File: src/hdl/ctess_pkg.sv
`timescale 1ns / 1ps
package ctess_pkg;

    localparam int MAX_SEGMENTS = 64;
    localparam int MIN_SEGMENTS = 3;
    localparam int SEG_W        = 7;   // width of the segment count input
    localparam int CNT_W        = $clog2(MAX_SEGMENTS + 1);
    localparam int CORDIC_STEPS = 16;
    localparam int STEP_W       = $clog2(CORDIC_STEPS);
    localparam int COORD_W      = 24;
    localparam int RAD_W        = 23;
    localparam int TRIG_W       = 18;  // CORDIC x/y working width
    localparam int ANG_W        = 33;  // signed angle in 2^-32 turns
    localparam int PHASE_W      = 16;
    localparam int DIVQ_W       = PHASE_W + CNT_W + 1; // dividend i*65536 width
    localparam logic signed [TRIG_W-1:0] CORDIC_START = TRIG_W'(19898);
    localparam logic signed [COORD_W-1:0] COORD_MAX = 24'sh7FFFFF;
    localparam logic signed [COORD_W-1:0] COORD_MIN = 24'sh800000;

    typedef enum logic [2:0] {
        ST_IDLE,
        ST_DIV,
        ST_ROT,
        ST_MULX,
        ST_MULY,
        ST_OUT
    } t_state;

    // Arctangent table in 2^-32 turns
    function automatic logic [31:0] atan_turn(input logic [STEP_W-1:0] k);
        logic [31:0] v;
        unique case (k)
            4'd0:  v = 32'h20000000;
            4'd1:  v = 32'h12E4051E;
            4'd2:  v = 32'h09FB385B;
            4'd3:  v = 32'h051111D4;
            4'd4:  v = 32'h028B0D43;
            4'd5:  v = 32'h0145D7E1;
            4'd6:  v = 32'h00A2F61E;
            4'd7:  v = 32'h00517C55;
            4'd8:  v = 32'h0028BE53;
            4'd9:  v = 32'h00145F2F;
            4'd10: v = 32'h000A2F98;
            4'd11: v = 32'h000517CC;
            4'd12: v = 32'h00028BE6;
            4'd13: v = 32'h000145F3;
            4'd14: v = 32'h0000A2FA;
            default: v = 32'h0000517D;
        endcase
        return v;
    endfunction

endpackage

File: src/hdl/ctess_if.sv
`timescale 1ns / 1ps
interface ctess_req_if;
    import ctess_pkg::*;
    logic                      valid;
    logic                      ready;
    logic                      mode;
    logic signed [COORD_W-1:0] center_x;
    logic signed [COORD_W-1:0] center_y;
    logic [RAD_W-1:0]          radius;
    logic [SEG_W-1:0]          segments;
    logic [31:0]               color;
    modport source (output valid, mode, center_x, center_y, radius, segments, color,
                    input ready);
    modport sink   (input valid, mode, center_x, center_y, radius, segments, color,
                    output ready);
endinterface

interface ctess_prim_if;
    import ctess_pkg::*;
    logic                      valid;
    logic                      ready;
    logic                      kind;
    logic signed [COORD_W-1:0] ax;
    logic signed [COORD_W-1:0] ay;
    logic signed [COORD_W-1:0] bx;
    logic signed [COORD_W-1:0] by;
    logic signed [COORD_W-1:0] cx;
    logic signed [COORD_W-1:0] cy;
    logic [31:0]               prim_color;
    logic                      last;
    modport source (output valid, kind, ax, ay, bx, by, cx, cy, prim_color, last,
                    input ready);
    modport sink   (input valid, kind, ax, ay, bx, by, cx, cy, prim_color, last,
                    output ready);
endinterface

File: src/hdl/ctess_cordic.sv
`timescale 1ns / 1ps
// Iterative rotation-mode CORDIC: one micro-rotation per cycle.
module ctess_cordic
    import ctess_pkg::*;
(
    input  logic                     i_clk,
    input  logic                     i_rst_n,
    input  logic                     i_start,
    input  logic [PHASE_W-1:0]       i_phase,
    output logic                     o_done,
    output logic signed [TRIG_W-1:0] o_cos,
    output logic signed [TRIG_W-1:0] o_sin
);
    logic signed [TRIG_W-1:0] r_x, r_y, n_x, n_y;
    logic signed [ANG_W-1:0]  r_z, n_z;
    logic [STEP_W-1:0]        r_k;
    logic                     r_busy, r_flip, r_done;
    logic [31:0]              w_ang;
    logic                     w_flip;
    logic signed [TRIG_W-1:0] w_dx, w_dy, w_fx, w_fy;
    logic signed [ANG_W-1:0]  w_at;

    // quadrant fold of the start angle
    always_comb begin
        w_ang  = {i_phase, 16'h0000};
        w_flip = (w_ang[31:30] == 2'd1) || (w_ang[31:30] == 2'd2);
        if (w_flip) w_ang = w_ang - 32'h80000000;
    end

    // one micro-rotation
    always_comb begin
        w_dx = r_y >>> r_k;
        w_dy = r_x >>> r_k;
        w_at = {1'b0, atan_turn(r_k)};
        if (!r_z[ANG_W-1]) begin
            n_x = r_x - w_dx;
            n_y = r_y + w_dy;
            n_z = r_z - w_at;
        end else begin
            n_x = r_x + w_dx;
            n_y = r_y - w_dy;
            n_z = r_z + w_at;
        end
        w_fx = r_flip ? -r_x : r_x;
        w_fy = r_flip ? -r_y : r_y;
    end

    always_ff @(posedge i_clk) begin
        if (!i_rst_n) begin
            r_busy <= 1'b0;
            r_done <= 1'b0;
            r_k    <= '0;
        end else begin
            r_done <= 1'b0;
            if (i_start) begin
                r_busy <= 1'b1;
                r_k    <= '0;
            end else if (r_busy) begin
                r_k <= r_k + 1'b1;
                if (r_k == STEP_W'(CORDIC_STEPS - 1)) begin
                    r_busy <= 1'b0;
                    r_done <= 1'b1;
                end
            end
        end
    end

    always_ff @(posedge i_clk) begin
        if (i_start) begin
            r_x    <= CORDIC_START;
            r_y    <= '0;
            r_z    <= ANG_W'(signed'(w_ang));
            r_flip <= w_flip;
        end else if (r_busy) begin
            r_x <= n_x;
            r_y <= n_y;
            r_z <= n_z;
        end
    end

    // clamp to +-32767
    always_comb begin
        o_done = r_done;
        if (w_fx > TRIG_W'(32767)) o_cos = TRIG_W'(32767);
        else if (w_fx < -TRIG_W'(32767)) o_cos = -TRIG_W'(32767);
        else o_cos = w_fx;
        if (w_fy > TRIG_W'(32767)) o_sin = TRIG_W'(32767);
        else if (w_fy < -TRIG_W'(32767)) o_sin = -TRIG_W'(32767);
        else o_sin = w_fy;
    end
endmodule

File: src/hdl/circle_tessellator.sv
`timescale 1ns / 1ps
// Circle tessellator: a request is taken only when the block is idle and
// yields n = clamp(segments, 3, 64) primitives. Each primitive goes through
// a restoring phase division (24 steps), a 16-step iterative CORDIC,
// the shared multiplier for x and then for y, and then the output
// transfer, which waits while the output is stalled.
module circle_tessellator
    import ctess_pkg::*;
(
    input  logic        i_clk,
    input  logic        i_rst_n,
    ctess_req_if.sink   i_req,
    ctess_prim_if.source o_prim
);
    t_state r_state, n_state;
    logic                      r_mode;
    logic signed [COORD_W-1:0] r_cx, r_cy, r_px, r_py, r_qx, r_qy;
    logic [RAD_W-1:0]          r_rad;
    logic [31:0]               r_col;
    logic [CNT_W-1:0]          r_n, r_i;
    logic [DIVQ_W-1:0]         r_rem, r_quo;
    logic [$clog2(DIVQ_W+1)-1:0] r_dstep;
    logic [CNT_W-1:0]          w_n;
    logic                      w_cstart, w_cdone;
    logic signed [TRIG_W-1:0]  w_cos, w_sin;
    logic signed [TRIG_W-1:0]  w_trig;
    logic signed [COORD_W-1:0] w_ctr, w_place;
    logic signed [RAD_W+TRIG_W:0] w_prod;
    logic signed [RAD_W+TRIG_W-15:0] w_off;
    logic signed [COORD_W+1:0] w_sum;
    logic [DIVQ_W:0]           w_trial;
    logic [DIVQ_W-1:0]         w_rsh;
    logic signed [COORD_W+1:0] w_p0;

    // clamp of the requested count
    always_comb begin
        if (i_req.segments < SEG_W'(MIN_SEGMENTS)) w_n = CNT_W'(MIN_SEGMENTS);
        else if (i_req.segments > SEG_W'(MAX_SEGMENTS)) w_n = CNT_W'(MAX_SEGMENTS);
        else w_n = CNT_W'(i_req.segments);
        w_p0 = (COORD_W+2)'(i_req.center_x) + (COORD_W+2)'(signed'({1'b0, i_req.radius}));
    end

    // shared multiply and saturating add: x in ST_MULX, y in ST_MULY
    always_comb begin
        w_trig  = (r_state == ST_MULY) ? w_sin : w_cos;
        w_ctr   = (r_state == ST_MULY) ? r_cy : r_cx;
        w_prod  = signed'({1'b0, r_rad}) * w_trig + (RAD_W+TRIG_W+1)'(16384);
        w_off   = w_prod[RAD_W+TRIG_W:15];
        w_sum   = (COORD_W+2)'(w_ctr) + (COORD_W+2)'(w_off);
        if (w_sum > (COORD_W+2)'(COORD_MAX)) w_place = COORD_MAX;
        else if (w_sum < (COORD_W+2)'(COORD_MIN)) w_place = COORD_MIN;
        else w_place = w_sum[COORD_W-1:0];
    end

    // restoring division step: i*65536 / n, one quotient bit per cycle
    always_comb begin
        w_rsh   = {r_rem[DIVQ_W-2:0], r_quo[DIVQ_W-1]};
        w_trial = {1'b0, w_rsh} - (DIVQ_W+1)'(r_n);
    end

    // sequencer
    always_comb begin
        n_state  = r_state;
        w_cstart = 1'b0;
        unique case (r_state)
            ST_IDLE: if (i_req.valid) n_state = ST_DIV;
            ST_DIV: if (r_dstep == '0) begin
                n_state  = ST_ROT;
                w_cstart = 1'b1;
            end
            ST_ROT:  if (w_cdone) n_state = ST_MULX;
            ST_MULX: n_state = ST_MULY;
            ST_MULY: n_state = ST_OUT;
            ST_OUT: if (o_prim.ready) n_state = (r_i == r_n) ? ST_IDLE : ST_DIV;
            default: n_state = ST_IDLE;
        endcase
    end

    always_ff @(posedge i_clk) begin
        if (!i_rst_n) r_state <= ST_IDLE;
        else          r_state <= n_state;
    end

    // datapath registers
    always_ff @(posedge i_clk) begin
        unique case (r_state)
            ST_IDLE: if (i_req.valid) begin
                r_mode <= i_req.mode;
                r_cx   <= i_req.center_x;
                r_cy   <= i_req.center_y;
                r_rad  <= i_req.radius;
                r_col  <= i_req.color;
                r_n    <= w_n;
                r_i    <= CNT_W'(1);
                r_py   <= i_req.center_y;
                r_px   <= (w_p0 > (COORD_W+2)'(COORD_MAX)) ? COORD_MAX
                          : w_p0[COORD_W-1:0];
                r_rem  <= '0;
                r_quo  <= {1'b0, CNT_W'(1), 16'h0000};
                r_dstep <= ($clog2(DIVQ_W+1))'(DIVQ_W);
            end
            ST_DIV: if (r_dstep != '0) begin
                r_dstep <= r_dstep - 1'b1;
                r_quo   <= {r_quo[DIVQ_W-2:0], ~w_trial[DIVQ_W]};
                r_rem   <= w_trial[DIVQ_W] ? w_rsh : w_trial[DIVQ_W-1:0];
            end
            ST_MULX: r_qx <= w_place;
            ST_MULY: r_qy <= w_place;
            ST_OUT: if (o_prim.ready) begin
                r_px  <= r_qx;
                r_py  <= r_qy;
                r_i   <= r_i + 1'b1;
                r_rem <= '0;
                r_quo <= {1'b0, r_i + 1'b1, 16'h0000};
                r_dstep <= ($clog2(DIVQ_W+1))'(DIVQ_W);
            end
            default: ;
        endcase
    end

    ctess_cordic u_cordic (
        .i_clk   (i_clk),
        .i_rst_n (i_rst_n),
        .i_start (w_cstart),
        .i_phase (r_quo[PHASE_W-1:0]),
        .o_done  (w_cdone),
        .o_cos   (w_cos),
        .o_sin   (w_sin)
    );

    // output transfer
    always_comb begin
        i_req.ready       = (r_state == ST_IDLE);
        o_prim.valid      = (r_state == ST_OUT);
        o_prim.kind       = r_mode;
        o_prim.ax         = r_mode ? r_cx : r_px;
        o_prim.ay         = r_mode ? r_cy : r_py;
        o_prim.bx         = r_mode ? r_px : r_qx;
        o_prim.by         = r_mode ? r_py : r_qy;
        o_prim.cx         = r_mode ? r_qx : '0;
        o_prim.cy         = r_mode ? r_qy : '0;
        o_prim.prim_color = r_col;
        o_prim.last       = (r_i == r_n);
    end
endmodule

File: src/flat_wrapper.sv
// flat-port wrapper written by rule: the top's interface ports become plain ports
module circle_tessellator_flat import ctess_pkg::*;
  (i_clk, i_rst_n, i_req_valid, i_req_mode, i_req_center_x, i_req_center_y, i_req_radius, i_req_segments, i_req_color, i_req_ready, o_prim_valid, o_prim_kind, o_prim_ax, o_prim_ay, o_prim_bx, o_prim_by, o_prim_cx, o_prim_cy, o_prim_prim_color, o_prim_last, o_prim_ready);
  ctess_req_if i_req_i ();
  ctess_prim_if o_prim_i ();
  input  logic i_clk;
  input  logic i_rst_n;
  input wire logic [$bits(i_req_i.valid)-1:0] i_req_valid;
  input wire logic [$bits(i_req_i.mode)-1:0] i_req_mode;
  input wire logic [$bits(i_req_i.center_x)-1:0] i_req_center_x;
  input wire logic [$bits(i_req_i.center_y)-1:0] i_req_center_y;
  input wire logic [$bits(i_req_i.radius)-1:0] i_req_radius;
  input wire logic [$bits(i_req_i.segments)-1:0] i_req_segments;
  input wire logic [$bits(i_req_i.color)-1:0] i_req_color;
  output wire logic [$bits(i_req_i.ready)-1:0] i_req_ready;
  output wire logic [$bits(o_prim_i.valid)-1:0] o_prim_valid;
  output wire logic [$bits(o_prim_i.kind)-1:0] o_prim_kind;
  output wire logic [$bits(o_prim_i.ax)-1:0] o_prim_ax;
  output wire logic [$bits(o_prim_i.ay)-1:0] o_prim_ay;
  output wire logic [$bits(o_prim_i.bx)-1:0] o_prim_bx;
  output wire logic [$bits(o_prim_i.by)-1:0] o_prim_by;
  output wire logic [$bits(o_prim_i.cx)-1:0] o_prim_cx;
  output wire logic [$bits(o_prim_i.cy)-1:0] o_prim_cy;
  output wire logic [$bits(o_prim_i.prim_color)-1:0] o_prim_prim_color;
  output wire logic [$bits(o_prim_i.last)-1:0] o_prim_last;
  input wire logic [$bits(o_prim_i.ready)-1:0] o_prim_ready;
  assign i_req_i.valid = i_req_valid;
  assign i_req_i.mode = i_req_mode;
  assign i_req_i.center_x = i_req_center_x;
  assign i_req_i.center_y = i_req_center_y;
  assign i_req_i.radius = i_req_radius;
  assign i_req_i.segments = i_req_segments;
  assign i_req_i.color = i_req_color;
  assign i_req_ready = i_req_i.ready;
  assign o_prim_valid = o_prim_i.valid;
  assign o_prim_kind = o_prim_i.kind;
  assign o_prim_ax = o_prim_i.ax;
  assign o_prim_ay = o_prim_i.ay;
  assign o_prim_bx = o_prim_i.bx;
  assign o_prim_by = o_prim_i.by;
  assign o_prim_cx = o_prim_i.cx;
  assign o_prim_cy = o_prim_i.cy;
  assign o_prim_prim_color = o_prim_i.prim_color;
  assign o_prim_last = o_prim_i.last;
  assign o_prim_i.ready = o_prim_ready;
  circle_tessellator u_core (.i_clk(i_clk), .i_rst_n(i_rst_n), .i_req(i_req_i), .o_prim(o_prim_i));
endmodule
File: config.mk
export PLATFORM = sky130hd
export DESIGN_NAME = circle_tessellator_flat
export DESIGN_NICKNAME = d
export VERILOG_FILES = /design/src/hdl/ctess_pkg.sv /design/src/hdl/ctess_if.sv /design/src/hdl/ctess_cordic.sv /design/src/hdl/circle_tessellator.sv /design/src/flat_wrapper.sv
export SDC_FILE = /design/constraint.sdc
export NUM_CORES = 2
export LEC_CHECK = 0
export BUFFER_PORTS_ARGS = -buffer_cell sky130_fd_sc_hd__buf_2
export CAP_MARGIN = 5
export CORE_MARGIN = 5
export CORE_UTILIZATION = 50
export CTS_CLUSTER_DIAMETER = 200
export CTS_CLUSTER_SIZE = 10
export DETAILED_ROUTE_END_ITERATION = 12
export PLACE_DENSITY = 0.68
export SLEW_MARGIN = 15
export SYNTH_ARGS = -nofsm -noshare
export SYNTH_HDL_FRONTEND = slang
export SYNTH_SLANG_ARGS = --single-unit
File: constraint.sdc
create_clock -name i_clk -period 36.1 [get_ports i_clk]
set_input_delay 5.415 -clock i_clk [delete_from_list [all_inputs] [get_ports i_clk]]
set_output_delay 5.415 -clock i_clk [all_outputs]
set_load 0.005 [all_outputs]
==> results_tabular.tex <==
\begin{tabular}{lr}
\hline
Metric & Value \\
\hline
\multicolumn{2}{l}{\textbf{Global routing}} \\
Total routing usage reported by global routing & 25.5\% \\
Maximum number of pins on one net before global-route repair & 87 \\
Wire length of the first global-routing pass & 167000 um \\
Aggregate global routing overflow & 0 \\
Via count of the first global-routing pass & 30100 \\
Number of antenna violations at the first check in global routing & 6 \\
\multicolumn{2}{l}{\textbf{Floorplan}} \\
Initial Utilization & 50.5\% \\
Overall die area & 82600 um\^{}2 \\
\# rows & 101 \\
Horizontal die dimension & 287 um \\
Number of top-level design ports & 295 \\
Floorplan die height & 287 um \\
Floorplan core area & 76200 um\^{}2 \\
\multicolumn{2}{l}{\textbf{Clock tree}} \\
Clock tree root buffer cell & sky130\_fd\_sc\_hd\_\_clkbuf\_16 \\
Clk\_lat worst skew & 0.60 ns \\
Buffer depth of the longest clock path & 3 \\
H-tree level count & 2 \\
Clock buffer count from CTS & 43 \\
Clock-pin slew on the worst setup and hold paths & 0.08 ns \\
Setup bufs post-CTS & 0 \\
TritonCTS clock tree & yes \\
Number of gates resized after cts & 0 \\
Clock sink count & 375 \\
Count of hold-fix buffers inserted at cts & 0 \\
\multicolumn{2}{l}{\textbf{STA}} \\
Final min period & 12.99 ns \\
Slew at the pin with the worst max-slew slack & 1.07 ns \\
Final max-slew violation count & 0 \\
Max Clock Skew & 0.0352 ns \\
Maximum achievable frequency & 77.0 MHz \\
RSZ-0062 raised after global routing & false \\
Total negative slack for setup checks & 0 ns \\
Max-slew headroom & 27.0\% \\
Final number of hold-violating endpoints & 0 \\
Final setup violation count & 0 \\
Final period utilization & 36.0\% \\
\multicolumn{2}{l}{\textbf{Layout}} \\
Post-layout nets & 4983 \\
Share of post-route cells with drive strength above 1 & 13.1\% \\
Area Growth Syn to Fin & 9.13\% \\
Largest register FFs & 33 \\
Register with the most flip-flops & u\_core.u\_cordic.r\_z \\
\multicolumn{2}{l}{\textbf{Setup path}} \\
Register-to-register setup slack & 23.11 ns \\
Path type of the worst setup path & reg -> reg \\
Worst Setup EP & u\_core.r\_qy[0] \\
Worst Path Buf+Inv & 6 \\
Sort of element at the end of the critical path & flop \\
Startpoint type of the worst setup path & flop \\
Largest stage delay on the critical path & 0.74 ns \\
Worst R2R Path Depth & 49 \\
Most repeated library cell on the critical path & sky130\_fd\_sc\_hd\_\_fa\_1 \\
Crit Reg-Reg Endpoint & u\_core.r\_qy[0] \\
Data arrival at the endpoint of the critical path & 13.42 ns \\
Worst Setup SP & u\_core.u\_cordic.r\_y[2] \\
Maximum fanout along the worst path & 23 \\
Number of cells on the critical path & 49 \\
R2R Path Start & u\_core.u\_cordic.r\_y[2] \\
Cell family with the largest share of critical-path delay & compound AO/OA/AOI/OAI gates \\
Cell with the largest stage delay on the worst path & sky130\_fd\_sc\_hd\_\_o22a\_1 \\
Worst EP required & 36.54 ns \\
\multicolumn{2}{l}{\textbf{Synth}} \\
Mapped Cells & 4084 \\
Cell type with the highest aggregate area in the netlist & sky130\_fd\_sc\_hd\_\_edfxtp\_1 \\
Warnings from Yosys & 0 \\
Sequential cell area fraction in the yosys report & 27.3\% \\
Post-Syn Nets & 4813 \\
Most used standard cell by instance count after synthesis & sky130\_fd\_sc\_hd\_\_nand2\_1 \\
Predominant post-synthesis flop cell & sky130\_fd\_sc\_hd\_\_edfxtp\_1 \\
Ranking of synthesized cells by area & sky130\_fd\_sc\_hd\_\_edfxtp\_1 23\%, sky130\_fd\_sc\_hd\_\_fa\_1 18\%, sky130\_fd\_sc\_hd\_\_ha\_1 8.8\% \\
Syn Std Cell Area & 38500 um\^{}2 \\
Count of flip-flops with a built-in enable after synthesis & 300 \\
Share of flip-flops with an asynchronous set or reset & 0\% \\
Count of distinct cell types in the synthesized netlist & 86 \\
Number of storage elements in the synthesis netlist & 375 \\
Top post-synthesis cells by count & 525 x sky130\_fd\_sc\_hd\_\_nand2\_1, 463 x sky130\_fd\_sc\_hd\_\_inv\_1, 342 x sky130\_fd\_sc\_hd\_\_fa\_1 \\
Top cell type's share of synthesized area & 23.4\% \\
Avg Inst Size Synth & 9.42 um\^{}2 \\
\multicolumn{2}{l}{\textbf{Status}} \\
Result of the run & complete, no violations \\
\multicolumn{2}{l}{\textbf{Placed design}} \\
Count of buffers inserted at the top-level ports & 294 \\
Placed wire-length estimate & 81400 um \\
Final weighted congestion in routability-driven placement & 0.951 \\
\multicolumn{2}{l}{\textbf{Routing}} \\
Post-route DRC violation count & 0 \\
Detailed-route vias per instance & 5.60 \\
Initial DRT Pass Iterations & 6 \\
Remaining antenna violation count & 0 \\
Top routing layer in use & met5 \\
Met1 WL & 43800 um \\
WL per Instance & 20.0 um \\
Wire length on met2 & 51200 um \\
Detail Route met3 WL & 6980 um \\
Routed WL & 106000 um \\
Total via count after detailed routing & 29800 \\
Violation count after the first detailed-routing iteration & 1876 \\
\multicolumn{2}{l}{\textbf{Hold path}} \\
Classification of the worst-slack hold path & reg -> reg \\
\multicolumn{2}{l}{\textbf{Flow run}} \\
Max Cap Viol & 0 \\
\hline
\end{tabular}
[metal layers]
layer	track usage, %	vias to the layer above
met1	33.5	14600
li1	-	14000
met4	8.79	2
met5	0	-
met3	3.58	210
met2	43.5	985
[placed cells by master, fill, tap and decap left out, types with 35 or more instances in the layout]
cell,instances
sky130_fd_sc_hd__nand2_1,524
sky130_fd_sc_hd__inv_1,462
sky130_fd_sc_hd__fa_1,342
sky130_fd_sc_hd__nor2_1,305
sky130_fd_sc_hd__edfxtp_1,300
sky130_fd_sc_hd__buf_2,294
sky130_fd_sc_hd__ha_1,272
sky130_fd_sc_hd__and2_1,262
sky130_fd_sc_hd__a21oi_1,181
sky130_fd_sc_hd__xor2_1,127
sky130_fd_sc_hd__o21ai_0,120
sky130_fd_sc_hd__xnor2_1,119
sky130_fd_sc_hd__mux2_2,106
sky130_fd_sc_hd__a21o_1,84
sky130_fd_sc_hd__dfxtp_1,73
sky130_fd_sc_hd__nor3_1,58
sky130_fd_sc_hd__nand3_1,45
sky130_fd_sc_hd__clkbuf_16,43
sky130_fd_sc_hd__nor2b_1,41
sky130_fd_sc_hd__mux4_2,39
sky130_fd_sc_hd__a31oi_1,38
sky130_fd_sc_hd__mux2i_1,37
sky130_fd_sc_hd__nand2b_1,35
[metrics by stage]
| step | hold WS (ns) | util (%) | cell area, um^2 | setup slack [ns] | instances |
|---|---|---|---|---|---|
| after global placement | 0.504 | 53.4 | 40700 | 23.40 | 5239 |
| after detailed placement | 0.508 | 53.4 | 40700 | 23.18 | 5239 |
| final | 0.527 | 55.1 | 42000 | 23.11 | 5321 |
| after floorplan | 0.494 | - | 38500 | 24.34 | 4084 |
| after CTS | 0.521 | 55.1 | 42000 | 23.12 | 5318 |
| after global routing | 0.539 | 55.1 | 42000 | 22.14 | 5318 |
[final cells by class]
type,count,area (um^2)
Fill cell,6955,34200
Multi-Input combinational cell,3045,25500
Sequential cell,375,10500
Inverter,466,1750
Timing Repair Buffer,323,1690
Tap cell,1030,1290
Clock buffer,75,1200
Clock inverter,4,77.6
Antenna cell,3,7.51
[cells by family after synthesis]
family          after synthesis  share of synthesized area [%]
fa+ha+maj                   614                           26.6
xor+xnor                    248                           5.70
flops                       375                           27.3
mux                         183                           6.37
simple gates               1394                           17.2
buf+inv                     664                           6.61
compound gates              606                           10.1
[worst min-delay path by stage]
| stage | from | end | slack [ns] | cells after the start |
|---|---|---|---|---|
| 2_1_floorplan | u_core.r_quo[16] | u_core.r_quo[17] | 0.49 | 1 |
| 3_3_place_gp | u_core.r_quo[22] | u_core.r_quo[23] | 0.50 | 1 |
| 3_5_place_dp | u_core.r_quo[22] | u_core.r_quo[23] | 0.51 | 1 |
| 4_1_cts | u_core.r_quo[22] | u_core.r_quo[23] | 0.52 | 1 |
| 5_1_grt | u_core.r_quo[22] | u_core.r_quo[23] | 0.54 | 1 |
| 6_report | u_core.r_quo[22] | u_core.r_quo[23] | 0.53 | 1 |
Power is not shown: default switching activity piles up to over one toggle a cycle in this logic, so the estimate is an artifact.
